**config.mk**
```make
export PLATFORM = sky130hd
export DESIGN_NAME = dukpt_key_derivation
export DESIGN_NICKNAME = d
export VERILOG_FILES = /design/src/design/dkd_pkg.sv /design/src/design/dkd_des.sv /design/src/design/dukpt_key_derivation.sv
export SDC_FILE = /design/constraint.sdc
export NUM_CORES = 2
export LEC_CHECK = 0
export BUFFER_PORTS_ARGS = -buffer_cell sky130_fd_sc_hd__buf_4
export CORE_MARGIN = 3
export CORE_UTILIZATION = 30
export CTS_CLUSTER_SIZE = 8
export DETAILED_ROUTE_END_ITERATION = 7
export GPL_TIMING_DRIVEN = 0
export PLACE_DENSITY = 0.51
export SETUP_SLACK_MARGIN = 0.4
export SLEW_MARGIN = 20
export SYNTH_ARGS = -nofsm -noshare
export SYNTH_HDL_FRONTEND = slang
export SYNTH_SLANG_ARGS = --single-unit
```
**constraint.sdc**
```tcl
create_clock -name clk -period 25.8 [get_ports clk]
set_clock_uncertainty 0.1 [all_clocks]
set_input_delay 5.16 -clock clk [delete_from_list [all_inputs] [get_ports clk]]
set_output_delay 5.16 -clock clk [all_outputs]
set_load 0.05 [all_outputs]
```
**src/design/dkd_pkg.sv**
```systemverilog
package dkd_pkg;

  localparam int unsigned CFG_IDX_W = 1;

  typedef enum logic [CFG_IDX_W-1:0] {
    CFG_BASE_LEFT  = 1'b0,
    CFG_BASE_RIGHT = 1'b1
  } cfg_reg_t;

  typedef enum logic [1:0] {
    ACT_LOAD = 2'd0,
    ACT_PIN  = 2'd1,
    ACT_DATA = 2'd2,
    ACT_NONE = 2'd3
  } act_t;

  typedef struct packed {
    logic [1:0]  action;
    logic [15:0] serial_high;
    logic [63:0] serial_low;
  } in_item_t;

  typedef struct packed {
    logic [63:0] key_left;
    logic [63:0] key_right;
  } out_item_t;

  localparam int unsigned CTR_W = 21;
  localparam logic [63:0] KEY_VARIANT = 64'hC0C0_C0C0_0000_0000;
  localparam logic [63:0] PIN_VARIANT = 64'h0000_0000_0000_00FF;
  localparam logic [63:0] DATA_VARIANT = 64'h0000_0000_00FF_0000;
  // rounds whose key schedule shifts by two
  localparam logic [15:0] ROT_TWO = 16'h7EFC;

  localparam byte unsigned TAB_IP [64] = '{
    58,50,42,34,26,18,10,2,60,52,44,36,28,20,12,4,62,54,46,38,30,22,14,6,
    64,56,48,40,32,24,16,8,57,49,41,33,25,17,9,1,59,51,43,35,27,19,11,3,
    61,53,45,37,29,21,13,5,63,55,47,39,31,23,15,7};
  localparam byte unsigned TAB_FP [64] = '{
    40,8,48,16,56,24,64,32,39,7,47,15,55,23,63,31,38,6,46,14,54,22,62,30,
    37,5,45,13,53,21,61,29,36,4,44,12,52,20,60,28,35,3,43,11,51,19,59,27,
    34,2,42,10,50,18,58,26,33,1,41,9,49,17,57,25};
  localparam byte unsigned TAB_E [48] = '{
    32,1,2,3,4,5,4,5,6,7,8,9,8,9,10,11,12,13,12,13,14,15,16,17,
    16,17,18,19,20,21,20,21,22,23,24,25,24,25,26,27,28,29,28,29,30,31,32,1};
  localparam byte unsigned TAB_P [32] = '{
    16,7,20,21,29,12,28,17,1,15,23,26,5,18,31,10,
    2,8,24,14,32,27,3,9,19,13,30,6,22,11,4,25};
  localparam byte unsigned TAB_PC1 [56] = '{
    57,49,41,33,25,17,9,1,58,50,42,34,26,18,10,2,59,51,43,35,27,19,11,3,
    60,52,44,36,63,55,47,39,31,23,15,7,62,54,46,38,30,22,14,6,61,53,45,37,
    29,21,13,5,28,20,12,4};
  localparam byte unsigned TAB_PC2 [48] = '{
    14,17,11,24,1,5,3,28,15,6,21,10,23,19,12,4,26,8,16,7,27,20,13,2,
    41,52,31,37,47,55,30,40,51,45,33,48,44,49,39,56,34,53,46,42,50,36,29,32};

  localparam logic [3:0] SBOX [8][64] = '{
    '{14,4,13,1,2,15,11,8,3,10,6,12,5,9,0,7,0,15,7,4,14,2,13,1,10,6,12,11,9,5,3,8,
      4,1,14,8,13,6,2,11,15,12,9,7,3,10,5,0,15,12,8,2,4,9,1,7,5,11,3,14,10,0,6,13},
    '{15,1,8,14,6,11,3,4,9,7,2,13,12,0,5,10,3,13,4,7,15,2,8,14,12,0,1,10,6,9,11,5,
      0,14,7,11,10,4,13,1,5,8,12,6,9,3,2,15,13,8,10,1,3,15,4,2,11,6,7,12,0,5,14,9},
    '{10,0,9,14,6,3,15,5,1,13,12,7,11,4,2,8,13,7,0,9,3,4,6,10,2,8,5,14,12,11,15,1,
      13,6,4,9,8,15,3,0,11,1,2,12,5,10,14,7,1,10,13,0,6,9,8,7,4,15,14,3,11,5,2,12},
    '{7,13,14,3,0,6,9,10,1,2,8,5,11,12,4,15,13,8,11,5,6,15,0,3,4,7,2,12,1,10,14,9,
      10,6,9,0,12,11,7,13,15,1,3,14,5,2,8,4,3,15,0,6,10,1,13,8,9,4,5,11,12,7,2,14},
    '{2,12,4,1,7,10,11,6,8,5,3,15,13,0,14,9,14,11,2,12,4,7,13,1,5,0,15,10,3,9,8,6,
      4,2,1,11,10,13,7,8,15,9,12,5,6,3,0,14,11,8,12,7,1,14,2,13,6,15,0,9,10,4,5,3},
    '{12,1,10,15,9,2,6,8,0,13,3,4,14,7,5,11,10,15,4,2,7,12,9,5,6,1,13,14,0,11,3,8,
      9,14,15,5,2,8,12,3,7,0,4,10,1,13,11,6,4,3,2,12,9,5,15,10,11,14,1,7,6,0,8,13},
    '{4,11,2,14,15,0,8,13,3,12,9,7,5,10,6,1,13,0,11,7,4,9,1,10,14,3,5,12,2,15,8,6,
      1,4,11,13,12,3,7,14,10,15,6,8,0,5,9,2,6,11,13,8,1,4,10,7,9,5,0,15,14,2,3,12},
    '{13,2,8,4,6,15,11,1,10,9,3,14,5,0,12,7,1,15,13,8,10,3,7,4,12,5,6,11,0,14,9,2,
      7,11,4,1,9,12,14,2,0,6,10,13,15,3,5,8,2,1,14,7,4,10,8,13,15,12,9,0,3,5,6,11}
  };

  function automatic logic [63:0] perm_ip(input logic [63:0] x);
    logic [63:0] y;
    for (int i = 0; i < 64; i++) y[63-i] = x[64-TAB_IP[i]];
    return y;
  endfunction

  function automatic logic [63:0] perm_fp(input logic [63:0] x);
    logic [63:0] y;
    for (int i = 0; i < 64; i++) y[63-i] = x[64-TAB_FP[i]];
    return y;
  endfunction

  function automatic logic [55:0] perm_pc1(input logic [63:0] x);
    logic [55:0] y;
    for (int i = 0; i < 56; i++) y[55-i] = x[64-TAB_PC1[i]];
    return y;
  endfunction

  function automatic logic [47:0] perm_pc2(input logic [55:0] x);
    logic [47:0] y;
    for (int i = 0; i < 48; i++) y[47-i] = x[56-TAB_PC2[i]];
    return y;
  endfunction

  function automatic logic [31:0] feistel(input logic [31:0] r, input logic [47:0] sub);
    logic [47:0] e;
    logic [31:0] s;
    logic [31:0] p;
    logic [5:0]  six;
    for (int i = 0; i < 48; i++) e[47-i] = r[32-TAB_E[i]];
    e = e ^ sub;
    for (int j = 0; j < 8; j++) begin
      six = e[47-6*j -: 6];
      s[31-4*j -: 4] = SBOX[j][{six[5], six[0], six[4:1]}];
    end
    for (int i = 0; i < 32; i++) p[31-i] = s[32-TAB_P[i]];
    return p;
  endfunction

endpackage

```
**src/design/dkd_des.sv**
```systemverilog
module dkd_des import dkd_pkg::*; (
  input  logic        clk,
  input  logic        rst_n,
  input  logic        start,
  input  logic        decrypt,
  input  logic [63:0] key,
  input  logic [63:0] din,
  output logic        done,
  output logic [63:0] dout
);

  logic        busy_r, busy_nxt;
  logic        done_r, done_nxt;
  logic        dec_r, dec_nxt;
  logic [3:0]  rnd_r, rnd_nxt;
  logic [27:0] c_r, c_nxt, d_r, d_nxt;
  logic [31:0] l_r, l_nxt, r_r, r_nxt;
  logic [27:0] c_cur, d_cur;
  logic        two;
  logic [3:0]  rnd_rev;

  assign rnd_rev = 4'd15 - rnd_r;
  assign two     = dec_r ? ROT_TWO[rnd_rev] : ROT_TWO[rnd_r];

  always_comb begin
    if (dec_r) begin
      c_cur = c_r;
      d_cur = d_r;
    end else if (two) begin
      c_cur = {c_r[25:0], c_r[27:26]};
      d_cur = {d_r[25:0], d_r[27:26]};
    end else begin
      c_cur = {c_r[26:0], c_r[27]};
      d_cur = {d_r[26:0], d_r[27]};
    end
  end

  always_comb begin
    busy_nxt = busy_r;
    done_nxt = 1'b0;
    dec_nxt  = dec_r;
    rnd_nxt  = rnd_r;
    c_nxt    = c_r;
    d_nxt    = d_r;
    l_nxt    = l_r;
    r_nxt    = r_r;
    if (busy_r) begin
      l_nxt   = r_r;
      r_nxt   = l_r ^ feistel(r_r, perm_pc2({c_cur, d_cur}));
      rnd_nxt = rnd_r + 4'd1;
      if (!dec_r) begin
        c_nxt = c_cur;
        d_nxt = d_cur;
      end else if (two) begin
        c_nxt = {c_r[1:0], c_r[27:2]};
        d_nxt = {d_r[1:0], d_r[27:2]};
      end else begin
        c_nxt = {c_r[0], c_r[27:1]};
        d_nxt = {d_r[0], d_r[27:1]};
      end
      if (rnd_r == 4'd15) begin
        busy_nxt = 1'b0;
        done_nxt = 1'b1;
      end
    end else if (start) begin
      busy_nxt       = 1'b1;
      dec_nxt        = decrypt;
      rnd_nxt        = 4'd0;
      {c_nxt, d_nxt} = perm_pc1(key);
      {l_nxt, r_nxt} = perm_ip(din);
    end
  end

  always_ff @(posedge clk) begin
    if (!rst_n) begin
      busy_r <= 1'b0;
      done_r <= 1'b0;
    end else begin
      busy_r <= busy_nxt;
      done_r <= done_nxt;
    end
    dec_r <= dec_nxt;
    rnd_r <= rnd_nxt;
    c_r   <= c_nxt;
    d_r   <= d_nxt;
    l_r   <= l_nxt;
    r_r   <= r_nxt;
  end

  assign done = done_r;
  assign dout = perm_fp({r_r, l_r});

endmodule

```
**src/design/dukpt_key_derivation.sv**
```systemverilog
// Channel  Ports                           Transfer when
// input    start, busy, in_item            start high, busy low
// result   out_valid, out_item             out_valid high, one cycle
// config   cfg_we, cfg_index, cfg_wdata    cfg_we high
//
// One DES round per cycle in a single shared round unit. Load: 6 DES
// operations. PIN key: two DES operations per set counter bit, none per
// clear bit. Data key adds 6 DES operations. Synchronous reset clears
// the initial key; results cannot be stalled.
module dukpt_key_derivation import dkd_pkg::*; (
  input  logic                 clk,
  input  logic                 rst_n,
  input  logic                 start,
  output logic                 busy,
  input  in_item_t             in_item,
  output logic                 out_valid,
  output out_item_t            out_item,
  input  logic                 cfg_we,
  input  logic [CFG_IDX_W-1:0] cfg_index,
  input  logic [63:0]          cfg_wdata
);

  typedef enum logic [6:0] {
    ST_IDLE   = 7'b0000001,
    ST_SCAN   = 7'b0000010,
    ST_STEPA  = 7'b0000100,
    ST_STEPB  = 7'b0001000,
    ST_WEND   = 7'b0010000,
    ST_LAUNCH = 7'b0100000,
    ST_WAIT   = 7'b1000000
  } state_t;

  state_t      state_r, state_nxt;
  logic [63:0] bkl_r, bkr_r;
  logic [63:0] ikl_r, ikl_nxt, ikr_r, ikr_nxt;
  act_t        act_r, act_nxt;
  logic [CTR_W-1:0] ctr_r, ctr_nxt, acc_r, acc_nxt;
  logic [4:0]  bit_r, bit_nxt;
  logic [63:0] base_r, base_nxt;
  logic [63:0] kl_r, kl_nxt, kr_r, kr_nxt;
  logic [63:0] tmp_r, tmp_nxt;
  logic [63:0] d0_r, d0_nxt, d1_r, d1_nxt;
  logic [63:0] xm_r, xm_nxt;
  logic [63:0] resl_r, resl_nxt;
  logic        tsel_r, tsel_nxt;
  logic [1:0]  stg_r, stg_nxt;
  logic        ov_r, ov_nxt;
  out_item_t   oi_r, oi_nxt;

  logic        des_start, des_dec, des_done;
  logic [63:0] des_key, des_din, des_dout;
  logic [CTR_W-1:0] bitmask, acc_set;
  logic [63:0] k1, k2, regv, vmask;

  dkd_des u_des (
    .clk     (clk),
    .rst_n   (rst_n),
    .start   (des_start),
    .decrypt (des_dec),
    .key     (des_key),
    .din     (des_din),
    .done    (des_done),
    .dout    (des_dout)
  );

  assign bitmask = CTR_W'(1) << bit_r;
  assign acc_set = acc_r | bitmask;
  assign regv    = base_r | {{(64-CTR_W){1'b0}}, acc_r};
  assign vmask   = kr_r ^ KEY_VARIANT;
  assign k1      = tsel_r ? (kl_r ^ xm_r) : kl_r;
  assign k2      = tsel_r ? (kr_r ^ xm_r) : kr_r;

  always_ff @(posedge clk) begin
    if (!rst_n) begin
      bkl_r <= '0;
      bkr_r <= '0;
    end else if (cfg_we) begin
      unique case (cfg_index)
        CFG_BASE_LEFT:  bkl_r <= cfg_wdata;
        CFG_BASE_RIGHT: bkr_r <= cfg_wdata;
        default: ;
      endcase
    end
  end

  always_comb begin
    state_nxt = state_r;
    ikl_nxt   = ikl_r;
    ikr_nxt   = ikr_r;
    act_nxt   = act_r;
    ctr_nxt   = ctr_r;
    acc_nxt   = acc_r;
    bit_nxt   = bit_r;
    base_nxt  = base_r;
    kl_nxt    = kl_r;
    kr_nxt    = kr_r;
    tmp_nxt   = tmp_r;
    d0_nxt    = d0_r;
    d1_nxt    = d1_r;
    xm_nxt    = xm_r;
    resl_nxt  = resl_r;
    tsel_nxt  = tsel_r;
    stg_nxt   = stg_r;
    ov_nxt    = 1'b0;
    oi_nxt    = oi_r;
    des_start = 1'b0;
    des_dec   = 1'b0;
    des_key   = kl_r;
    des_din   = regv ^ kr_r;
    unique case (state_r)
      ST_IDLE: begin
        if (start) begin
          act_nxt = act_t'(in_item.action);
          unique case (act_t'(in_item.action))
            ACT_LOAD: begin
              kl_nxt    = bkl_r;
              kr_nxt    = bkr_r;
              xm_nxt    = KEY_VARIANT;
              d0_nxt    = {in_item.serial_high, in_item.serial_low[63:CTR_W], 5'd0};
              d1_nxt    = {in_item.serial_high, in_item.serial_low[63:CTR_W], 5'd0};
              tsel_nxt  = 1'b0;
              stg_nxt   = 2'd0;
              state_nxt = ST_LAUNCH;
            end
            ACT_PIN, ACT_DATA: begin
              kl_nxt    = ikl_r;
              kr_nxt    = ikr_r;
              ctr_nxt   = in_item.serial_low[CTR_W-1:0];
              base_nxt  = {in_item.serial_low[63:CTR_W], {CTR_W{1'b0}}};
              acc_nxt   = '0;
              bit_nxt   = 5'(CTR_W - 1);
              state_nxt = ST_SCAN;
            end
            ACT_NONE: begin
              ov_nxt = 1'b1;
              oi_nxt = '0;
            end
            default: ;
          endcase
        end
      end
      ST_SCAN: begin
        if (ctr_r[bit_r]) begin
          acc_nxt   = acc_set;
          des_start = 1'b1;
          des_key   = kl_r;
          des_din   = (base_r | {{(64-CTR_W){1'b0}}, acc_set}) ^ kr_r;
          state_nxt = ST_STEPA;
        end else if (bit_r == 5'd0) begin
          state_nxt = ST_WEND;
        end else begin
          bit_nxt = bit_r - 5'd1;
        end
      end
      ST_STEPA: begin
        if (des_done) begin
          tmp_nxt   = des_dout ^ kr_r;
          des_start = 1'b1;
          des_key   = kl_r ^ KEY_VARIANT;
          des_din   = regv ^ vmask;
          state_nxt = ST_STEPB;
        end
      end
      ST_STEPB: begin
        if (des_done) begin
          kl_nxt = des_dout ^ vmask;
          kr_nxt = tmp_r;
          if (bit_r == 5'd0) begin
            state_nxt = ST_WEND;
          end else begin
            bit_nxt   = bit_r - 5'd1;
            state_nxt = ST_SCAN;
          end
        end
      end
      ST_WEND: begin
        if (act_r == ACT_PIN) begin
          ov_nxt    = 1'b1;
          oi_nxt    = '{key_left: kl_r ^ PIN_VARIANT, key_right: kr_r ^ PIN_VARIANT};
          state_nxt = ST_IDLE;
        end else begin
          kl_nxt    = kl_r ^ DATA_VARIANT;
          kr_nxt    = kr_r ^ DATA_VARIANT;
          d0_nxt    = kl_r ^ DATA_VARIANT;
          d1_nxt    = kr_r ^ DATA_VARIANT;
          xm_nxt    = '0;
          tsel_nxt  = 1'b0;
          stg_nxt   = 2'd0;
          state_nxt = ST_LAUNCH;
        end
      end
      ST_LAUNCH: begin
        des_start = 1'b1;
        unique case (stg_r)
          2'd0: begin
            des_key = k1;
            des_din = tsel_r ? d1_r : d0_r;
          end
          2'd1: begin
            des_key = k2;
            des_din = tmp_r;
            des_dec = 1'b1;
          end
          default: begin
            des_key = k1;
            des_din = tmp_r;
          end
        endcase
        state_nxt = ST_WAIT;
      end
      ST_WAIT: begin
        if (des_done) begin
          tmp_nxt   = des_dout;
          state_nxt = ST_LAUNCH;
          if (stg_r == 2'd2) begin
            stg_nxt = 2'd0;
            if (!tsel_r) begin
              resl_nxt = des_dout;
              tsel_nxt = 1'b1;
            end else begin
              ov_nxt    = 1'b1;
              oi_nxt    = '{key_left: resl_r, key_right: des_dout};
              state_nxt = ST_IDLE;
              if (act_r == ACT_LOAD) begin
                ikl_nxt = resl_r;
                ikr_nxt = des_dout;
              end
            end
          end else begin
            stg_nxt = stg_r + 2'd1;
          end
        end
      end
      default: state_nxt = ST_IDLE;
    endcase
  end

  always_ff @(posedge clk) begin
    if (!rst_n) begin
      state_r <= ST_IDLE;
      ov_r    <= 1'b0;
      ikl_r   <= '0;
      ikr_r   <= '0;
    end else begin
      state_r <= state_nxt;
      ov_r    <= ov_nxt;
      ikl_r   <= ikl_nxt;
      ikr_r   <= ikr_nxt;
    end
    act_r  <= act_nxt;
    ctr_r  <= ctr_nxt;
    acc_r  <= acc_nxt;
    bit_r  <= bit_nxt;
    base_r <= base_nxt;
    kl_r   <= kl_nxt;
    kr_r   <= kr_nxt;
    tmp_r  <= tmp_nxt;
    d0_r   <= d0_nxt;
    d1_r   <= d1_nxt;
    xm_r   <= xm_nxt;
    resl_r <= resl_nxt;
    tsel_r <= tsel_nxt;
    stg_r  <= stg_nxt;
    oi_r   <= oi_nxt;
  end

  assign busy      = (state_r != ST_IDLE);
  assign out_valid = ov_r;
  assign out_item  = oi_r;

endmodule

```
# Word level (Yosys, flattened, before mapping)
# Memory sizes are Yosys's and may differ from the RTL's. A register that Yosys moved wholly into a read port is not among the register bits.
# Index checks and enable logic that the tools add are counted.
word_totals:
  inputBits: 151
  reg_bits: 1062
  rom_bits: 2080
  word_cells: 278
  mem_count: 10
  out_inout_bits: 130
  latchBits: 0
  mem_bits_rw: 0
mem_list:
  columns: ["name", "words", "width", "read_ports", "rd_clocked_by_memory_dff", "wr", "line", "source"]
  rows:
  - ["(name not given)", 64, 4, 1, 0, 0, "dkd_pkg.sv:109", "s[31-4*j -: 4] = SBOX[j][{six[5], six[0], six[4:1]}];"]
  - ["(name not given)", 64, 4, 1, 0, 0, "dkd_pkg.sv:109", null]
  - ["(name not given)", 64, 4, 1, 0, 0, "dkd_pkg.sv:109", null]
  - ["(name not given)", 64, 4, 1, 0, 0, "dkd_pkg.sv:109", null]
  - ["(name not given)", 64, 4, 1, 0, 0, "dkd_pkg.sv:109", null]
  - ["(name not given)", 64, 4, 1, 0, 0, "dkd_pkg.sv:109", null]
  - ["+4 memories", null, null, null, null, null, null, null]
classes:
  muxes: 129
  magnitude_cmp: 11
  n_mul: 0
  shifts: 1
  div: 0
  eq_ne: 30
  bitwise_logic: 30
  addsub: 4
  n_reduce_logical: 31
ops:
  columns: ["op", "count"]
  rows:
  - ["$mux 64", 21]
  - ["$pmux 64 s2", 7]
  - ["$mux 128", 6]
  - ["$pmux 64 s3", 3]
  - ["$xor 64x64->64", 7]
  - ["$pmux 128 s3", 1]
  - ["$mux 28", 12]
  - ["$mux 32", 4]
  - ["$or 64x21->64", 2]
  - ["$mux 4", 19]
  - ["$mux 21", 3]
  - ["$ge 7x7->1 const B", 8]
  - ["$not 6->7", 8]
  - ["$pmux 7 s7", 1]
  - ["$mux 24", 2]
  - ["$not 8->8", 6]
  - ["$xor 48x48->48", 1]
  - ["$mux 7", 6]
  - ["$pmux 21 s2", 1]
  - ["$xor 32x32->32", 1]
  - ["$mux 5", 6]
  - ["$reduce_and 5->1", 5]
  - ["$mux 1", 22]
  - ["$or 21x21->21", 1]
  - ["40 further kinds", 83]

# Longest topological paths before layout
depth:
  depth_word: 13
  depth_mapped: 16
  ltp_nobuf: 13

# By module
# Synthesis repeated with hierarchy kept, for this count alone.
unflattened:
  cells_unflattened: 5424
  hier_area_um2: 53578.9
by_module_without_submodules:
  columns: ["mod", "n_inst", "seq_area_each_um2", "area_per_inst_um2", "cells_per_inst"]
  rows:
  - ["dukpt_key_derivation", 1, 23542.6, 39464.1, 3804]
  - ["dkd_des", 1, 3813.7, 14114.8, 1620]

# Worst setup path after synthesis
# No wires, ideal clock.
synth_path:
  path_kind: "input to register"
  from: "in in_item[80] in the netlist's numbering"
  to: "reg ov_r, in the netlist out_valid"
  required_time_ns: 25.534
  path_slack_ns: -1.140
  arrival_ns: 26.674
  n_path_buf: 0
  stages: 4
  path_cell_list: "ha_1 -> a21oi_1 -> a2111oi_0 -> and3_1"
synth_between:
  elab_chain_cells: 4
synth_rtl:
  columns: ["element", "line", "source"]
  rows:
  - ["start: declaration", "dukpt_key_derivation.sv:15", "input in_item_t in_item,"]
  - ["$eq 2x2->1", "dukpt_key_derivation.sv:114", "unique case (act_t'(in_item.action))"]
  - ["$mux 1", "dukpt_key_derivation.sv:114", null]
  - ["$mux 1", "dukpt_key_derivation.sv:112", "if (start) begin"]
  - ["$pmux 1 s3", "dukpt_key_derivation.sv:110", "unique case (state_r)"]
  - ["end signal: assignment", "dukpt_key_derivation.sv:246", "ov_r <= ov_nxt;"]
  - ["end: declaration", "dukpt_key_derivation.sv:47", "logic ov_r, ov_nxt;"]
# No other way between the ends.
# A chain may end at the register's enable or synchronous reset.

# Worst setup path in the final report
layout_path:
  from: "in in_item[80] in the netlist's numbering"
  to: "reg base_r[58], enable pin"
layout_between:
  elab_chain_cells: 3
  word_cells_on_any_way: 4
layout_rtl:
  columns: ["element", "line", "source"]
  rows:
  - ["$eq 2x1->1 / $eq 2x2->1 (equally long branches)", "dukpt_key_derivation.sv:114", null]
  - ["$reduce_or 2->1 *", "dukpt_key_derivation.sv:114", null]
  - ["$reduce_and 3->1 (no source line) *", null, null]
  - ["end signal: assignment", "dukpt_key_derivation.sv:254", "base_r <= base_nxt;"]
  - ["end: declaration", "dukpt_key_derivation.sv:39", "logic [63:0] base_r, base_nxt;"]
# Mark *: on every way between the ends. The rest lies on a longest branch, timed or not.

==> metrics.md <==
| Metric | Value |
|---|---|
| DRT Wirelength | `269 mm` |
| Die footprint | `181000 sq um` |
| Worst skew pair latency | `0.81 ns` |
| Reg-to-reg slack, setup | `20.53 ns` |
| Synth unique cells | `96` |
| CP arrival | `8.74 ns` |
| Syn avg cell area | `9.99 sq um` |
| Critical path endpoint category | `flip-flop` |
| Grt ovf | `0` |
| Resized cells post-CTS | `0` |
| Yosys reg bits | `1000` |
| I/O Pins | `281` |
| Detailed-route vias per instance | `5.63` |
| Worst Reg2Reg Path Length in Cells | `17` |
| CTS tree | `built` |
| CTS root buf | `clkbuf_16` |
| Clock slew at reported path FFs | `0.05 ns` |
| Most frequent cells after synthesis | `nand2_1 (1283), edfxtp_1 (733), a21oi_1 (411)` |
| PwrDens | `123 nW/um^2` |
| Fin crit share | `0.324` |
| Die width | `426 um` |
| Initial antenna violation count | `15` |
| First drt pass iteration count | `6` |
| Register area share after synthesis | `0.517` |
| Initial cell density of the core | `0.303` |
| Yosys warning total | `0` |
| First-pass GRT wire length | `360 mm` |
| Setup Crit Path Kind | `primary input to flip-flop` |
| Layout cells sized above 1 | `0.139` |
| Area growth from synthesis to layout | `19.0%` |
| Wire per inst | `32.9 um` |
| Crit path time final | `8.36 ns` |
| Largest cells by area after synthesis | `edfxtp_1 (42%), dfxtp_1 (10%), nand2_1 (9.1%)` |
| CTS buffer count | `144` |
| RSZ-0062 raised after global routing | `no` |
| Setup_tns | `0 ns` |
| Hold Path Origin | `u_des.r_r[7]` |
| R2r endpoint | `out_item[56]` |
| Routability cong. | `0.997` |
| Port bufs | `280` |
| FMAX | `120 MHz` |
| Worst Hold Class | `flip-flop to flip-flop` |
| Final nets | `6008` |
| Main synth FF type | `edfxtp_1` |
| Placed cell count | `7959` |
| Largest net degree at the start of global routing | `42` |
| Core area | `175000 sq um` |
| Critical Path Source Type | `primary input` |
| Hold Vio Cnt, Final | `0` |
| Pins Over Slew Limit | `0` |
| Status | `complete, no violations` |
| Htree depth | `4` |
| Setup bufs post-CTS | `0` |
| Mapped cell area | `52900 sq um` |
| Crit path max fanout | `16` |
| Vias in the first global route | `42900` |
| CTS max path bufs | `3` |
| Final setup viols | `0` |
| Detailed router's first-iteration violation count | `6239` |
| Required @ worst endpoint | `26.18 ns` |
| Max-slew headroom | `0.124` |
| Leading area contributor after synthesis | `edfxtp_1` |
| Clk sinks | `1000` |
| Detail Placement HPWL | `215 mm` |
| Lkg Pwr | `0.0231 uW` |
| Final non-filler cell total | `8185` |
| Drc violations | `0` |
| Number of flops mapped to enable cells by yosys | `733` |
| Crit Reg-Reg Startpoint | `state_r[1]` |
| Async S/R FF share, synth | `0` |
| WHS Path Cells | `0` |
| Post-Synthesis Cells | `5294` |
| Synth top area share | `0.416` |
| Syn Nets | `5521` |
| Most common cell in the synthesized netlist | `nand2_1` |
| CTS Hold Buffers Added | `0` |
| ANT nets after route | `0` |
| Peak supply drop | `0.0590 mV` |
| GRT Total Usage | `0.288` |
| Std cell rows | `153` |
| Via Count | `46100` |
| Max-cap violations | `0` |
| Hold endpoint | `resl_r[0]` |
| Worst-margin pin slew | `1.30 ns` |
| Die Y | `426 um` |
| Minimum hold slack | `0.336 ns` |
power breakdown:
| group | internal, uW | total [uW] | leakage, uW | switching, uW |
|---|---|---|---|---|
| clock | 1050 | 1790 | 0.00195 | 735 |
| sequential | 2310 | 2670 | 0.00908 | 358 |
| combinational | 1040 | 3280 | 0.0121 | 2240 |
| total | 4400 | 7730 | 0.0231 | 3330 |
routing by layer:
layer	up-vias	track usage	share of wire
li1	19900	-	-
met4	10	0.176	0.072
met2	2810	0.432	0.43
met3	578	0.0709	0.11
met5	-	0	0.00023
met1	22800	0.372	0.39
worst max path at each step:
stage | from | end | depth (start not counted)
after global routing | in_item[81] | base_r[58] | 10
final | in_item[80] | base_r[58] | 10
after floorplan | in_item[80] | out_valid | 4
after CTS | in_item[80] | base_r[58] | 10
after detailed placement | in_item[80] | base_r[58] | 10
after global placement | in_item[80] | out_valid | 5
worst max-delay path: stages:
cell and delay (ns):
buf_4 0.09, inv_1 0.04, ha_1 0.26, clkbuf_1 0.33, clkbuf_1 0.65, buf_1 0.74, nand2_1 0.35, nor2_4 0.61
buf_12 0.27, buf_16 0.19
logic make-up (layout without fill, tap and decap cells):
logic type / after synthesis / after routing / share of synthesized area
fa+ha+maj: 77 / 77 / 0.0182
compound gates: 1129 / 1129 / 0.132
xor+xnor: 307 / 307 / 0.0571
simple gates: 1840 / 1840 / 0.143
buf+inv: 515 / 1073 / 0.0396
mux: 426 / 426 / 0.0924
other cells: 0 / 8 / 0
flops: 1000 / 1000 / 0.517
sequential cells by signal, indices dropped and copies added (netlist names), 28 cells and up, named ones only:
signal,flops
u_des.c_r,28
d0_r,64
out_item,128
ikl_r,64
bkl_r,64
u_des.d_r,28
u_des.r_r,32
resl_r,64
kl_r,64
kr_r,64
d1_r,64
bkr_r,64
base_r,43
tmp_r,64
ikr_r,64
u_des.l_r,32
placed cells by master, fill, tap and decap left out, types with 22 or more instances in the layout:
| cell | synthesis | routed |
|---|---|---|
| o211ai_1 | 89 | 89 |
| buf_2 | 31 | 57 |
| dfxtp_1 | 267 | 267 |
| edfxtp_1 | 733 | 733 |
| o31ai_1 | 65 | 64 |
| a211oi_1 | 84 | 84 |
| nand2_1 | 1283 | 1283 |
| nor3_1 | 63 | 62 |
| buf_1 | 32 | 24 |
| xnor2_2 | 33 | 34 |
| o21ai_0 | 257 | 255 |
| inv_1 | 93 | 93 |
| mux2i_1 | 262 | 259 |
| a31oi_1 | 22 | 22 |
| nand3_1 | 149 | 148 |
| clkbuf_1 | 327 | 367 |
| xnor2_1 | 211 | 210 |
| clkbuf_16 | 0 | 150 |
| buf_4 | 6 | 301 |
| ha_1 | 76 | 76 |
| a21oi_1 | 411 | 410 |
| nor2_1 | 214 | 211 |
| xor2_1 | 57 | 57 |
| mux2_2 | 109 | 109 |
metrics by stage:
stage / area, sq um / power, uW / utilization / setup slack (ns)
final: 62900 / 7730 / 0.360 / 17.44
after CTS: 62900 / 7650 / 0.360 / 17.48
after global routing: 62900 / 7950 / 0.360 / 17.35
after global placement: 57900 / 5920 / 0.332 / -2.41
after floorplan: 52900 / 4570 / - / 5.38
after detailed placement: 58800 / 5870 / 0.337 / 16.66
final cells by class:
| class | count | area [sq um] |
|---|---|---|
| Fill cell | 17800 | 112000 |
| Sequential cell | 1000 | 27400 |
| Multi-Input combinational cell | 3779 | 23500 |
| Clock buffer | 209 | 3990 |
| Tap cell | 2325 | 2910 |
| Timing Repair Buffer | 341 | 2890 |
| Buffer | 410 | 1730 |
| Inverter | 105 | 394 |
| Clock inverter | 8 | 67.6 |
| Antenna cell | 8 | 20.0 |
Note: power is estimated with default switching activity, not from simulation.
